[src/rtl/core/ndvi_pkg.sv]
// Shared constants, register codes and types of the NDVI pseudocolor pipeline.
`timescale 1ns / 1ps

package ndvi_pkg;

  localparam int CFG_ADDR_W = 3;
  localparam int CFG_DATA_W = 11;
  localparam int GAIN_W     = 7;
  localparam int BRI_W      = 8;
  localparam int LIM_W      = 11;
  localparam int BYTE_W     = 8;
  localparam int OFF_W      = 16;

  localparam logic [CFG_ADDR_W-1:0] REG_BLUE_CONTRAST   = 3'd0;
  localparam logic [CFG_ADDR_W-1:0] REG_BLUE_BRIGHTNESS = 3'd1;
  localparam logic [CFG_ADDR_W-1:0] REG_RED_CONTRAST    = 3'd2;
  localparam logic [CFG_ADDR_W-1:0] REG_RED_BRIGHTNESS  = 3'd3;
  localparam logic [CFG_ADDR_W-1:0] REG_BAND_ENABLE     = 3'd4;
  localparam logic [CFG_ADDR_W-1:0] REG_BAND_LOW        = 3'd5;
  localparam logic [CFG_ADDR_W-1:0] REG_BAND_HIGH       = 3'd6;

  localparam logic [GAIN_W-1:0]       RST_BLUE_CONTRAST   = 7'd50;
  localparam logic [BRI_W-1:0]        RST_BLUE_BRIGHTNESS = 8'd0;
  localparam logic [GAIN_W-1:0]       RST_RED_CONTRAST    = 7'd50;
  localparam logic [BRI_W-1:0]        RST_RED_BRIGHTNESS  = 8'd130;
  localparam logic signed [LIM_W-1:0] RST_BAND_LOW        = 11'sd300;
  localparam logic signed [LIM_W-1:0] RST_BAND_HIGH       = 11'sd700;

  localparam int PCT        = 100;
  localparam int BRI_BIAS   = 50;
  localparam int MIN_SUM    = 100;
  localparam int KILO       = 1000;
  localparam int GRAY_SCALE = 127;

  localparam int QUO_BITS = BYTE_W;
  localparam int DIV_BPS  = 2;

  localparam logic [BYTE_W-1:0] BYTE_MAX  = 8'hFF;
  localparam logic [BYTE_W-1:0] BYTE_HALF = 8'h80;

  typedef struct packed {
    logic neg;
    logic ovf;
    logic rej;
  } div_flags_t;

endpackage

[src/rtl/core/ndvi_ifs.sv]
// Valid/ready channel interfaces for pixels, results and register writes.
`timescale 1ns / 1ps

interface ndvi_pix_if #(parameter int PIXEL_BITS = 8) ();
  logic                  valid;
  logic                  ready;
  logic [PIXEL_BITS-1:0] blue_in;
  logic [PIXEL_BITS-1:0] red_in;

  modport source (output valid, output blue_in, output red_in, input ready);
  modport sink   (input valid, input blue_in, input red_in, output ready);
endinterface

interface ndvi_res_if import ndvi_pkg::*; ();
  logic              valid;
  logic              ready;
  logic [BYTE_W-1:0] gray_level;
  logic [BYTE_W-1:0] color_red;
  logic [BYTE_W-1:0] color_green;
  logic [BYTE_W-1:0] color_blue;
  logic              band_rejected;

  modport source (output valid, output gray_level, output color_red, output color_green,
                  output color_blue, output band_rejected, input ready);
  modport sink   (input valid, input gray_level, input color_red, input color_green,
                  input color_blue, input band_rejected, output ready);
endinterface

interface ndvi_cfg_if import ndvi_pkg::*; ();
  logic                  valid;
  logic                  ready;
  logic [CFG_ADDR_W-1:0] addr;
  logic [CFG_DATA_W-1:0] data;

  modport source (output valid, output addr, output data, input ready);
  modport sink   (input valid, input addr, input data, output ready);
endinterface

[src/rtl/core/ndvi_div.sv]
// Pipelined restoring divider with round-half-even and byte saturation.
`timescale 1ns / 1ps

module ndvi_div import ndvi_pkg::*; #(
  parameter int PIXEL_BITS = 8
) (
  input  logic                    clk,
  input  logic                    rst_n,
  input  logic                    in_valid,
  output logic                    in_ready,
  input  logic [PIXEL_BITS+16:0]  rem_in,
  input  logic [PIXEL_BITS+8:0]   dvs_in,
  input  div_flags_t              flags_in,
  output logic                    out_valid,
  input  logic                    out_ready,
  output logic [BYTE_W-1:0]       gray_out,
  output logic                    rej_out
);

  localparam int RW     = PIXEL_BITS + 17;
  localparam int UW     = PIXEL_BITS + 9;
  localparam int QW     = QUO_BITS;
  localparam int STAGES = QW / DIV_BPS;

  logic [RW-1:0]    rem_r [1:STAGES];
  logic [UW-1:0]    dvs_r [1:STAGES];
  logic [QW-1:0]    q_r   [1:STAGES];
  div_flags_t       fl_r  [1:STAGES];
  logic [STAGES+1:1] v_r;

  logic [RW-1:0]    rem_a [0:STAGES];
  logic [UW-1:0]    dvs_a [0:STAGES];
  logic [QW-1:0]    q_a   [0:STAGES];
  div_flags_t       fl_a  [0:STAGES];
  logic [STAGES:0]  v_a;

  logic [RW-1:0]    rem_nxt [1:STAGES];
  logic [QW-1:0]    q_nxt   [1:STAGES];
  logic [STAGES+1:1] adv;

  logic [BYTE_W-1:0] gray_r, gray_nxt;
  logic              rej_r;
  logic [UW:0]       twice;
  logic              round_up;

  always_comb begin
    rem_a[0] = rem_in;
    dvs_a[0] = dvs_in;
    q_a[0]   = '0;
    fl_a[0]  = flags_in;
    v_a[0]   = in_valid;
    for (int k = 1; k <= STAGES; k++) begin
      rem_a[k] = rem_r[k];
      dvs_a[k] = dvs_r[k];
      q_a[k]   = q_r[k];
      fl_a[k]  = fl_r[k];
      v_a[k]   = v_r[k];
    end
  end

  always_comb begin
    adv[STAGES+1] = !v_r[STAGES+1] || out_ready;
    for (int k = STAGES; k >= 1; k--) begin
      adv[k] = !v_r[k] || adv[k+1];
    end
  end

  assign in_ready = adv[1];

  always_comb begin
    logic [RW-1:0] rem;
    logic [RW-1:0] trial;
    logic [QW-1:0] q;
    for (int k = 1; k <= STAGES; k++) begin
      rem = rem_a[k-1];
      q   = q_a[k-1];
      for (int b = 0; b < DIV_BPS; b++) begin
        trial = RW'(dvs_a[k-1]) << (QW - 1 - (k - 1) * DIV_BPS - b);
        if (rem >= trial) begin
          rem = rem - trial;
          q[QW - 1 - (k - 1) * DIV_BPS - b] = 1'b1;
        end
      end
      rem_nxt[k] = rem;
      q_nxt[k]   = q;
    end
  end

  always_ff @(posedge clk) begin
    if (!rst_n) begin
      v_r <= '0;
    end else begin
      for (int k = 1; k <= STAGES + 1; k++) begin
        if (adv[k]) begin
          v_r[k] <= v_a[k-1];
        end
      end
    end
  end

  always_ff @(posedge clk) begin
    for (int k = 1; k <= STAGES; k++) begin
      if (adv[k]) begin
        rem_r[k] <= rem_nxt[k];
        dvs_r[k] <= dvs_a[k-1];
        q_r[k]   <= q_nxt[k];
        fl_r[k]  <= fl_a[k-1];
      end
    end
  end

  always_comb begin
    twice    = {rem_r[STAGES][UW-1:0], 1'b0};
    round_up = (twice > {1'b0, dvs_r[STAGES]}) ||
               ((twice == {1'b0, dvs_r[STAGES]}) && q_r[STAGES][0]);
    if (fl_r[STAGES].rej || fl_r[STAGES].neg) begin
      gray_nxt = '0;
    end else if (fl_r[STAGES].ovf) begin
      gray_nxt = BYTE_MAX;
    end else if (round_up && (q_r[STAGES] != BYTE_MAX)) begin
      gray_nxt = q_r[STAGES] + 1'b1;
    end else begin
      gray_nxt = q_r[STAGES];
    end
  end

  always_ff @(posedge clk) begin
    if (adv[STAGES+1]) begin
      gray_r <= gray_nxt;
      rej_r  <= fl_r[STAGES].rej;
    end
  end

  assign out_valid = v_r[STAGES+1];
  assign gray_out  = gray_r;
  assign rej_out   = rej_r;

endmodule

[src/rtl/core/ndvi_pixel_pseudocolor.sv]
// Top level of the NDVI pseudocolor pixel pipeline.
//
//   channel  | dir | handshake            | request payload
//   ---------+-----+----------------------+---------------------------------------------
//   in_pix   | in  | valid / ready        | blue_in, red_in
//   out_pix  | out | valid / ready        | gray_level, color_red/green/blue, band_rejected
//   cfg_wr   | in  | valid / ready (=1)   | addr, data
//
// One request per cycle while out_pix is not stalled.
// Stages: adjust, sum/difference, band and gray products, range checks,
// four divider stages of two quotient bits each, rounding, pseudocolor.
// Reset clears every valid bit and loads the register defaults.
// Each stage holds while the next is full and stalled; empty stages fill.
`timescale 1ns / 1ps

module ndvi_pixel_pseudocolor import ndvi_pkg::*; #(
  parameter int PIXEL_BITS = 8
) (
  input  logic       clk,
  input  logic       rst_n,
  ndvi_pix_if.sink   in_pix,
  ndvi_res_if.source out_pix,
  ndvi_cfg_if.sink   cfg_wr
);

  localparam int PROD_W = PIXEL_BITS + GAIN_W;
  localparam int AW     = PIXEL_BITS + 9;
  localparam int SW     = PIXEL_BITS + 10;
  localparam int UW     = PIXEL_BITS + 9;
  localparam int PW     = PIXEL_BITS + 21;
  localparam int NW     = PIXEL_BITS + 18;
  localparam int RW     = NW - 1;

  logic [GAIN_W-1:0]       blue_contrast_r, red_contrast_r;
  logic [BRI_W-1:0]        blue_brightness_r, red_brightness_r;
  logic                    band_enable_r;
  logic signed [LIM_W-1:0] band_low_r, band_high_r;

  always_ff @(posedge clk) begin
    if (!rst_n) begin
      blue_contrast_r   <= RST_BLUE_CONTRAST;
      blue_brightness_r <= RST_BLUE_BRIGHTNESS;
      red_contrast_r    <= RST_RED_CONTRAST;
      red_brightness_r  <= RST_RED_BRIGHTNESS;
      band_enable_r     <= 1'b0;
      band_low_r        <= RST_BAND_LOW;
      band_high_r       <= RST_BAND_HIGH;
    end else if (cfg_wr.valid) begin
      case (cfg_wr.addr)
        REG_BLUE_CONTRAST:   blue_contrast_r   <= cfg_wr.data[GAIN_W-1:0];
        REG_BLUE_BRIGHTNESS: blue_brightness_r <= cfg_wr.data[BRI_W-1:0];
        REG_RED_CONTRAST:    red_contrast_r    <= cfg_wr.data[GAIN_W-1:0];
        REG_RED_BRIGHTNESS:  red_brightness_r  <= cfg_wr.data[BRI_W-1:0];
        REG_BAND_ENABLE:     band_enable_r     <= cfg_wr.data[0];
        REG_BAND_LOW:        band_low_r        <= $signed(cfg_wr.data[LIM_W-1:0]);
        REG_BAND_HIGH:       band_high_r       <= $signed(cfg_wr.data[LIM_W-1:0]);
        default: begin
        end
      endcase
    end
  end

  assign cfg_wr.ready = 1'b1;

  logic v1_r, v2_r, v3_r, v4_r, vo_r;
  logic adv1, adv2, adv3, adv4, adv_o;
  logic div_in_ready, div_out_valid, div_out_ready;

  assign adv_o         = !vo_r || out_pix.ready;
  assign div_out_ready = adv_o;
  assign adv4          = !v4_r || div_in_ready;
  assign adv3          = !v3_r || adv4;
  assign adv2          = !v2_r || adv3;
  assign adv1          = !v2_r || adv2 ? (!v1_r || adv2) : !v1_r;
  assign in_pix.ready  = adv1;

  always_ff @(posedge clk) begin
    if (!rst_n) begin
      v1_r <= 1'b0;
      v2_r <= 1'b0;
      v3_r <= 1'b0;
      v4_r <= 1'b0;
      vo_r <= 1'b0;
    end else begin
      if (adv1) v1_r <= in_pix.valid;
      if (adv2) v2_r <= v1_r;
      if (adv3) v3_r <= v2_r;
      if (adv4) v4_r <= v3_r;
      if (adv_o) vo_r <= div_out_valid;
    end
  end

  // adjust both bands: value*contrast + (brightness-50)*100
  logic [PROD_W-1:0]        pb_mul, pr_mul;
  logic signed [OFF_W-1:0]  boff, roff;
  logic signed [AW-1:0]     s1_ab_nxt, s1_ar_nxt, s1_ab_r, s1_ar_r;

  always_comb begin
    pb_mul    = PROD_W'(in_pix.blue_in[PIXEL_BITS-1:0]) * PROD_W'(blue_contrast_r);
    pr_mul    = PROD_W'(in_pix.red_in[PIXEL_BITS-1:0]) * PROD_W'(red_contrast_r);
    boff      = OFF_W'(blue_brightness_r) * OFF_W'(PCT) - OFF_W'(BRI_BIAS * PCT);
    roff      = OFF_W'(red_brightness_r) * OFF_W'(PCT) - OFF_W'(BRI_BIAS * PCT);
    s1_ab_nxt = AW'($signed({1'b0, pb_mul})) + AW'(boff);
    s1_ar_nxt = AW'($signed({1'b0, pr_mul})) + AW'(roff);
  end

  always_ff @(posedge clk) begin
    if (adv1) begin
      s1_ab_r <= s1_ab_nxt;
      s1_ar_r <= s1_ar_nxt;
    end
  end

  // sum clamped to at least 100, and difference
  logic signed [SW-1:0] sum, s2_d_nxt, s2_d_r;
  logic [UW-1:0]        s2_s_nxt, s2_s_r;

  always_comb begin
    sum      = SW'(s1_ar_r) + SW'(s1_ab_r);
    s2_d_nxt = SW'(s1_ar_r) - SW'(s1_ab_r);
    if (sum < SW'(MIN_SUM)) begin
      s2_s_nxt = UW'(MIN_SUM);
    end else begin
      s2_s_nxt = sum[UW-1:0];
    end
  end

  always_ff @(posedge clk) begin
    if (adv2) begin
      s2_d_r <= s2_d_nxt;
      s2_s_r <= s2_s_nxt;
    end
  end

  // band products and gray numerator (d+s)*127
  logic signed [PW-1:0] s_ext;
  logic signed [NW-1:0] ds;
  logic signed [PW-1:0] s3_dk_nxt, s3_lo_nxt, s3_hi_nxt, s3_dk_r, s3_lo_r, s3_hi_r;
  logic signed [NW-1:0] s3_n_nxt, s3_n_r;
  logic [UW-1:0]        s3_s_r;

  always_comb begin
    s_ext     = PW'($signed({1'b0, s2_s_r}));
    s3_dk_nxt = PW'(s2_d_r) * PW'(KILO);
    s3_lo_nxt = PW'(band_low_r) * s_ext;
    s3_hi_nxt = PW'(band_high_r) * s_ext;
    ds        = NW'(s2_d_r) + NW'($signed({1'b0, s2_s_r}));
    s3_n_nxt  = ds * NW'(GRAY_SCALE);
  end

  always_ff @(posedge clk) begin
    if (adv3) begin
      s3_dk_r <= s3_dk_nxt;
      s3_lo_r <= s3_lo_nxt;
      s3_hi_r <= s3_hi_nxt;
      s3_n_r  <= s3_n_nxt;
      s3_s_r  <= s2_s_r;
    end
  end

  // band test and divider range checks
  div_flags_t    s4_fl_nxt, s4_fl_r;
  logic [RW-1:0] s4_rem_r;
  logic [UW-1:0] s4_s_r;

  always_comb begin
    s4_fl_nxt.rej = band_enable_r && ((s3_dk_r < s3_lo_r) || (s3_dk_r > s3_hi_r));
    s4_fl_nxt.neg = s3_n_r[NW-1];
    s4_fl_nxt.ovf = !s3_n_r[NW-1] && (s3_n_r[RW-1:0] >= {s3_s_r, {QUO_BITS{1'b0}}});
  end

  always_ff @(posedge clk) begin
    if (adv4) begin
      s4_fl_r  <= s4_fl_nxt;
      s4_rem_r <= s3_n_r[RW-1:0];
      s4_s_r   <= s3_s_r;
    end
  end

  logic [BYTE_W-1:0] div_gray;
  logic              div_rej;

  ndvi_div #(.PIXEL_BITS(PIXEL_BITS)) u_div (
    .clk       (clk),
    .rst_n     (rst_n),
    .in_valid  (v4_r),
    .in_ready  (div_in_ready),
    .rem_in    (s4_rem_r),
    .dvs_in    (s4_s_r),
    .flags_in  (s4_fl_r),
    .out_valid (div_out_valid),
    .out_ready (div_out_ready),
    .gray_out  (div_gray),
    .rej_out   (div_rej)
  );

  // pseudocolor from the gray byte
  logic [BYTE_W-1:0] inv, cr_nxt, cb_nxt, cg_nxt;
  logic [BYTE_W:0]   csum;
  logic [BYTE_W-1:0] gray_r, cr_r, cg_r, cb_r;
  logic              rej_r;

  always_comb begin
    inv    = BYTE_MAX - div_gray;
    cr_nxt = (div_gray > BYTE_HALF) ? {div_gray[BYTE_W-2:0], 1'b0} : '0;
    cb_nxt = (inv > BYTE_HALF) ? {inv[BYTE_W-2:0], 1'b0} : '0;
    csum   = {1'b0, cr_nxt} + {1'b0, cb_nxt};
    cg_nxt = csum[BYTE_W] ? '0 : (BYTE_MAX - csum[BYTE_W-1:0]);
  end

  always_ff @(posedge clk) begin
    if (adv_o) begin
      gray_r <= div_gray;
      cr_r   <= cr_nxt;
      cg_r   <= cg_nxt;
      cb_r   <= cb_nxt;
      rej_r  <= div_rej;
    end
  end

  assign out_pix.valid         = vo_r;
  assign out_pix.gray_level    = gray_r;
  assign out_pix.color_red     = cr_r;
  assign out_pix.color_green   = cg_r;
  assign out_pix.color_blue    = cb_r;
  assign out_pix.band_rejected = rej_r;

endmodule

[src/flat_wrapper.sv]
// flat-port wrapper written by rule: the top's interface ports become plain ports
module ndvi_pixel_pseudocolor_flat import ndvi_pkg::*;
#(
  parameter int PIXEL_BITS = 8
)
  (clk, rst_n, in_pix_valid, in_pix_blue_in, in_pix_red_in, in_pix_ready, out_pix_valid, out_pix_gray_level, out_pix_color_red, out_pix_color_green, out_pix_color_blue, out_pix_band_rejected, out_pix_ready, cfg_wr_valid, cfg_wr_addr, cfg_wr_data, cfg_wr_ready);
  ndvi_pix_if #(.PIXEL_BITS(PIXEL_BITS)) in_pix_i ();
  ndvi_res_if out_pix_i ();
  ndvi_cfg_if cfg_wr_i ();
  input  logic clk;
  input  logic rst_n;
  input wire logic [$bits(in_pix_i.valid)-1:0] in_pix_valid;
  input wire logic [$bits(in_pix_i.blue_in)-1:0] in_pix_blue_in;
  input wire logic [$bits(in_pix_i.red_in)-1:0] in_pix_red_in;
  output wire logic [$bits(in_pix_i.ready)-1:0] in_pix_ready;
  output wire logic [$bits(out_pix_i.valid)-1:0] out_pix_valid;
  output wire logic [$bits(out_pix_i.gray_level)-1:0] out_pix_gray_level;
  output wire logic [$bits(out_pix_i.color_red)-1:0] out_pix_color_red;
  output wire logic [$bits(out_pix_i.color_green)-1:0] out_pix_color_green;
  output wire logic [$bits(out_pix_i.color_blue)-1:0] out_pix_color_blue;
  output wire logic [$bits(out_pix_i.band_rejected)-1:0] out_pix_band_rejected;
  input wire logic [$bits(out_pix_i.ready)-1:0] out_pix_ready;
  input wire logic [$bits(cfg_wr_i.valid)-1:0] cfg_wr_valid;
  input wire logic [$bits(cfg_wr_i.addr)-1:0] cfg_wr_addr;
  input wire logic [$bits(cfg_wr_i.data)-1:0] cfg_wr_data;
  output wire logic [$bits(cfg_wr_i.ready)-1:0] cfg_wr_ready;
  assign in_pix_i.valid = in_pix_valid;
  assign in_pix_i.blue_in = in_pix_blue_in;
  assign in_pix_i.red_in = in_pix_red_in;
  assign in_pix_ready = in_pix_i.ready;
  assign out_pix_valid = out_pix_i.valid;
  assign out_pix_gray_level = out_pix_i.gray_level;
  assign out_pix_color_red = out_pix_i.color_red;
  assign out_pix_color_green = out_pix_i.color_green;
  assign out_pix_color_blue = out_pix_i.color_blue;
  assign out_pix_band_rejected = out_pix_i.band_rejected;
  assign out_pix_i.ready = out_pix_ready;
  assign cfg_wr_i.valid = cfg_wr_valid;
  assign cfg_wr_i.addr = cfg_wr_addr;
  assign cfg_wr_i.data = cfg_wr_data;
  assign cfg_wr_ready = cfg_wr_i.ready;
  ndvi_pixel_pseudocolor #(.PIXEL_BITS(PIXEL_BITS)) u_core (.clk(clk), .rst_n(rst_n), .in_pix(in_pix_i), .out_pix(out_pix_i), .cfg_wr(cfg_wr_i));
endmodule
[config.mk]
export PLATFORM = sky130hd
export DESIGN_NAME = ndvi_pixel_pseudocolor_flat
export DESIGN_NICKNAME = d
export VERILOG_FILES = /design/src/rtl/core/ndvi_pkg.sv /design/src/rtl/core/ndvi_ifs.sv /design/src/rtl/core/ndvi_div.sv /design/src/rtl/core/ndvi_pixel_pseudocolor.sv /design/src/flat_wrapper.sv
export SDC_FILE = /design/constraint.sdc
export NUM_CORES = 2
export LEC_CHECK = 0
export ABC_CLOCK_PERIOD_IN_PS = 11900
export BUFFER_PORTS_ARGS = -buffer_cell sky130_fd_sc_hd__buf_2
export CORE_MARGIN = 3
export CORE_UTILIZATION = 65
export CTS_CLUSTER_DIAMETER = 30
export DETAILED_ROUTE_END_ITERATION = 8
export PLACE_DENSITY = 0.86
export RECOVER_POWER = 25
export SLEW_MARGIN = 20
export SYNTH_ARGS = -nofsm -noshare
export SYNTH_HDL_FRONTEND = slang
export SYNTH_SLANG_ARGS = --single-unit
[constraint.sdc]
create_clock -name clk -period 11.9 [get_ports clk]
set_clock_uncertainty 0.15 [all_clocks]
set_input_delay 1.785 -clock clk [delete_from_list [all_inputs] [get_ports clk]]
set_output_delay 1.785 -clock clk [all_outputs]
set_load 0.02 [all_outputs]
### Word level (Yosys, flattened, before mapping)

Memory sizes are Yosys's and may differ from the RTL's.
Cells that the tools add are included.

* register bits after elaboration: 346
* memory bits (writable): 212
* output and inout bits: 36
* word-level logic and storage cells: 158
* memories: 4

Memory list
* u_core.u_div.rem_r: words 4, width 25, read ports 4, clocked after Yosys merged registers in 0, write ports 4, line ndvi_div.sv:25 `logic [RW-1:0] rem_r [1:STAGES];`
* u_core.u_div.dvs_r: words 4, width 17, read ports 4, clocked after Yosys merged registers in 0, write ports 4, line ndvi_div.sv:26 `logic [UW-1:0] dvs_r [1:STAGES];`
* u_core.u_div.q_r: words 4, width 8, read ports 4, clocked after Yosys merged registers in 0, write ports 4, line ndvi_div.sv:27 `logic [QW-1:0] q_r [1:STAGES];`
* u_core.u_div.fl_r: words 4, width 3, read ports 4, clocked after Yosys merged registers in 0, write ports 4, line ndvi_div.sv:28 `div_flags_t fl_r [1:STAGES];`

* add/sub/neg operators: 19
* multiply operators: 8
* order comparisons: 15
* equality and inequality tests: 8
* muxes and demuxes: 29
* reductions and logical operators: 37

Operator list (count)
* 25-bit two-way mux: 8
* 11-bit by 18-bit multiplier with 29-bit output: 2
* 16-bit by 16-bit adder with 17-bit output: 2
* 8-bit two-way mux: 4
* 15-bit by 13-bit subtractor with 16-bit output (second input constant): 2
* 8-bit by 7-bit multiplier with 15-bit output: 2
* 29-bit > comparator: 1
* 29-bit < comparator: 1
* 18-bit by 8-bit multiplier with 26-bit output (second input constant): 1
* 26-bit by 8-bit multiplier with 26-bit output (second input constant): 1
* 8-bit by 5-bit multiplier with 13-bit output (second input constant): 2
* 25-bit by 17-bit greater-or-equal comparator with 1-bit output: 1
* 25-bit by 18-bit greater-or-equal comparator with 1-bit output: 1
* 25-bit by 19-bit greater-or-equal comparator with 1-bit output: 1
* 25-bit by 20-bit greater-or-equal comparator with 1-bit output: 1
* 25-bit by 21-bit greater-or-equal comparator with 1-bit output: 1
* 25-bit by 22-bit greater-or-equal comparator with 1-bit output: 1
* 25-bit by 23-bit greater-or-equal comparator with 1-bit output: 1
* 25-bit by 24-bit greater-or-equal comparator with 1-bit output: 1
* 25-bit greater-or-equal comparator: 1
* 25-bit by 17-bit subtractor with 25-bit output: 1
* 25-bit by 18-bit subtractor with 25-bit output: 1
* 25-bit by 19-bit subtractor with 25-bit output: 1
* 25-bit by 20-bit subtractor with 25-bit output: 1
* 24 further kinds: 77

### Longest topological paths before layout

* depth in word-level cells: 12
* gate-level depth with buffers: 31
* depth with buffers taken out: 30

### By module

From an unflattened synthesis, not the netlist that was laid out.

* cell total of the unflattened synthesis: 5736
* area, all modules: 56196.4 sq um

Modules (own cells, without submodules)
* ndvi_pixel_pseudocolor: instances 1, cells an instance 4136, area each 40302.4 sq um
* ndvi_div: instances 1, cells an instance 1600, area each 15894.0 sq um

### Worst setup path before layout

Ideal clock, no wire load.

* kind: input to register
* start point: input in_pix_red_in[3]
* end point: register u_core.s1_ar_r[15], data pin
* arrival: 6.566 ns
* required time: 11.483 ns
* path slack: 4.918 ns
* cell stages on the path: 22
* path buffers: 0
* path through: and2_1 -> fa_1 -> inv_1 -> fa_1 -> inv_1 -> fa_1 -> inv_1 -> fa_1 -> inv_1 -> ha_1 -> a21boi_0 -> o21ai_0 -> a21boi_0 -> o21ai_0 -> nand2b_1 -> a21o_1 -> a21oi_1 -> xnor2_1 -> ha_1 -> o41ai_1 -> o21ai_0 -> xor2_1

* longest elaborated chain between the ends: 2

RTL lines
* start: declaration: line flat_wrapper.sv:14 `input wire logic [$bits(in_pix_i.red_in)-1:0] in_pix_red_in;`
* 8-bit by 7-bit multiplier with 15-bit output: line ndvi_pixel_pseudocolor.sv:100 `pr_mul = PROD_W'(in_pix.red_in[PIXEL_BITS-1:0]) * PROD_W'(red_contrast_r);`
* 16-bit by 16-bit adder with 17-bit output: line ndvi_pixel_pseudocolor.sv:104 `s1_ar_nxt = AW'($signed({1'b0, pr_mul})) + AW'(roff);`
* via u_core.s1_ar_nxt[15]: line ndvi_pixel_pseudocolor.sv:96 `logic signed [AW-1:0] s1_ab_nxt, s1_ar_nxt, s1_ab_r, s1_ar_r;`
* end signal: assignment: line ndvi_pixel_pseudocolor.sv:110 `s1_ar_r <= s1_ar_nxt;`
* end: declaration: line ndvi_pixel_pseudocolor.sv:96

The timed path passes the listed nets, and every way through them passes these cells.
A chain may end at the register's enable or synchronous reset.

### Final worst setup path

* start point: register u_core.s2_s_r[0]
* end point: register u_core.s3_n_r[25], data pin

* longest elaborated chain between the ends: 2

RTL lines
* start: declaration: line ndvi_pixel_pseudocolor.sv:116 `logic [UW-1:0] s2_s_nxt, s2_s_r;`
* start signal: assignment: line ndvi_pixel_pseudocolor.sv:131 `s2_s_r <= s2_s_nxt;`
* 18-bit by 18-bit adder with 19-bit output: line ndvi_pixel_pseudocolor.sv:147 `ds = NW'(s2_d_r) + NW'($signed({1'b0, s2_s_r}));`
* 26-bit by 8-bit multiplier with 26-bit output: line ndvi_pixel_pseudocolor.sv:148 `s3_n_nxt = ds * NW'(GRAY_SCALE);`
* via u_core.s3_n_nxt[25]: line ndvi_pixel_pseudocolor.sv:139 `logic signed [NW-1:0] s3_n_nxt, s3_n_r;`
* end signal: assignment: line ndvi_pixel_pseudocolor.sv:156 `s3_n_r <= s3_n_nxt;`
* end: declaration: line ndvi_pixel_pseudocolor.sv:139

The timed path passes the listed nets, and every way through them passes these cells.

==> metrics.yaml <==
status:
  outcome: "complete, but fails checks"
  violations: "max-capacitance violations, max-slew violations"
setup_path:
  r2r_slack_ps: 3150
  critPathLaunchType: "register"
  timing.rr.start: "u_core.s2_s_r[0]"
  worst-path-buf-inv: 5
  crit_fanout: 24
  arrival_ps: 8940
  critical_path.slowest_cell: "clkbuf_1"
  critPathTopFamily: "adder cells"
  required_ps: 12100
  critPathMaxStageDelay_ps: 790
  cp-end-kind: "register"
  rr_worst_depth: 30
  r2r_end: "u_core.s3_n_r[25]"
  critPathKind: "reg2reg"
min_path:
  hp-start: "u_core.u_div.q_r[0][29]"
  hold_class: "reg2reg"
  min_path_cells: 0
  whs_endpoint: "u_core.u_div.q_r[0][37]"
timing:
  rsz0062_at_grt: "false"
  drv_slew: 359
  setup_tns_ps: 0
  final.min_clock_period_ps: 8750
  fmax_mhz: 114
  hold_violations: 0
  maxSlewHeadroom_pct: -101
  post-route-period-util_pct: 73.5
  setup_viol: 0
  worstMarginPinSlew_ps: 3010
global_routing:
  grt_pass1_vias: 43052
  grt_max_degree: 88
  grtUsageTotal_pct: 29.4
  antenna_found_initial: 0
  grt_overflow: 0
  grt_pass1_wl_mm: 213
placed_design:
  dp_hpwl_mm: 97.7
  gp_congestion: 0.951
  io_buffer_count: 67
  dp.cells: 6747
drt:
  drt_iter0_drc: 2609
  vias: 40655
  drc_errors: 0
  wirelength_mm: 128
  via_per_inst: 5.87
  ant_nets: 0
  wire_per_inst_um: 18.6
  dr.pass1.iters: 6
yosys:
  ys_ff_latch: 536
  synth_area_per_cell_sq_um: 9.81
  ys_types: 93
  synth_edf_count: 473
  syn_inst: 5633
  yosysSeqAreaShare_pct: 28.0
  ys_warn_count: 0
  yosys_most_used_dff: "edfxtp_1"
  synthArstFlopShare_pct: 0
  syn_area_sq_um: 55300
final_layout:
  syn_to_final_growth_pct: 8.58
  final_common_cell: "inv_1"
  drive_above_1_share_pct: 6.17
  nets: 6935
  fin_cells: 6923
  antenna_cells: 0
  layout_common_cells: "961 x inv_1, 710 x ha_1, 481 x fa_1"
floorplan:
  ios: 71
  fp.dieArea_sq_um: 88600
  dieHeight_um: 298
  core_area_sq_um: 84000
  fp.dieW_um: 298
  start_util_pct: 65.9
  num_rows: 106
clock_network:
  worstSkewPairLatency_ps: 670
  clkTransAtPathRegs_ps: 50
  cts_root_buf: "clkbuf_16"
  cts_buffers: 94
  hold_buffers: 0
  clkSinkCount: 536
  cts_setup_buffers: 0
  cts_tree: "done"
  clk_path_buf_depth: 3
  htreeDepth: 3
  cts_resized: 0
job:
  max_cap_violations: 13
how the worst max path moves through the flow:
stage,startpoint,end,slack (ps),cells after the start
floorplan,in_pix_red_in[3],u_core.s1_ar_r[15],4920,22
global placement,u_core.s2_s_r[0],u_core.s3_n_r[25],4180,30
detailed placement,u_core.s2_s_r[0],u_core.s3_n_r[25],4060,30
CTS,u_core.s2_s_r[0],u_core.s3_n_r[25],3900,30
global route,u_core.s2_s_r[0],u_core.s3_n_r[25],2670,30
finish,u_core.s2_s_r[0],u_core.s3_n_r[25],3150,30
through the flow:
step                      hold WS [ps]  cell area [sq um]  setup WS [ps]  util, %
final                              262              60000           3150     71.5
after global routing               270              60000           2670     71.5
after CTS                          255              60100           3900     71.6
after detailed placement           255              56800           4060     67.7
after global placement             250              56800           4180     67.7
after floorplan                    250              55300           4920        -
metal layers:
metal / up-vias / wire, um / track usage [%]
li1: 18976 / - / -
met1: 19697 / 48900 / 34.4
met2: 1498 / 64000 / 52.2
met3: 484 / 7620 / 4.23
met4: 0 / 7910 / 16.0
met5: - / 0 / 0
final cells by class:
type / count / area, sq um
flip-flops and latches: 536 / 15500
fillers: 5698 / 23900
multi-input cells: 4009 / 35700
inverters: 967 / 3630
clock buffers: 105 / 2390
repair buffers: 101 / 527
well taps: 1134 / 1420
clock inverters: 71 / 857
synth_stat cells, types with 12 or more instances:
library cell,instances,area share (%)
mux2_2,62,1.3
o21bai_1,39,0.53
nand3_1,71,0.64
or3_1,20,0.23
nor3_1,78,0.71
nor2_1,289,2.0
nor2b_1,59,0.67
or2_2,13,0.15
nor4_1,20,0.23
inv_1,964,6.5
mux2i_1,14,0.25
a31oi_1,23,0.26
mux2_4,13,0.35
a21oi_1,294,2.7
a211oi_1,17,0.23
and3_1,27,0.31
o21ai_0,155,1.4
a21boi_0,65,0.88
dfxtp_1,63,2.3
clkbuf_1,108,0.73
o21a_1,53,0.72
ha_1,710,16
o211ai_1,19,0.26
a21o_1,99,1.3
o31ai_1,12,0.16
nand2_1,467,3.2
xor2_1,108,1.7
fa_1,481,17
xnor2_1,249,3.9
and2_1,270,3.1
nand4_1,50,0.57
nand2b_1,74,0.84
edfxtp_1,473,26
logic make-up (layout without fill, tap and decap cells):
family          Yosys count  after routing  synth area share [%]
compound gates          885            885                  10.3
xor+xnor                358            358                  5.68
fa+ha+maj              1193           1193                  33.5
buf+inv                1090           1244                  7.47
flops                   536            536                  28.0
mux                      90             90                  1.89
other cells               2              4                0.0136
simple gates           1479           1479                  13.2
registers in the layout, indices dropped and copies added (netlist names), 18 cells and up:
| register | count |
|---|---|
| u_core.s4_rem_r | 25 |
| u_core.s3_hi_r | 29 |
| u_core.s2_d_r | 18 |
| u_core.u_div.q_r | 20 |
| u_core.s3_dk_r | 26 |
| u_core.u_div.rem_r | 92 |
| u_core.u_div.dvs_r | 68 |
| u_core.s3_lo_r | 29 |
| u_core.s3_n_r | 26 |
worst register-to-register path: cells and delay by family, from the launching register on:
kind	cells	cell delay [ps]
flip-flops	1	320
AO/OA/AOI/OAI	11	2500
XOR/XNOR	4	1340
adder cells (fa/ha/maj)	6	2560
AND/OR/NAND/NOR	4	550
buffers and inverters	5	1000
Power is not shown: default switching activity piles up to over one toggle a cycle in this logic, so the estimate is an artifact.
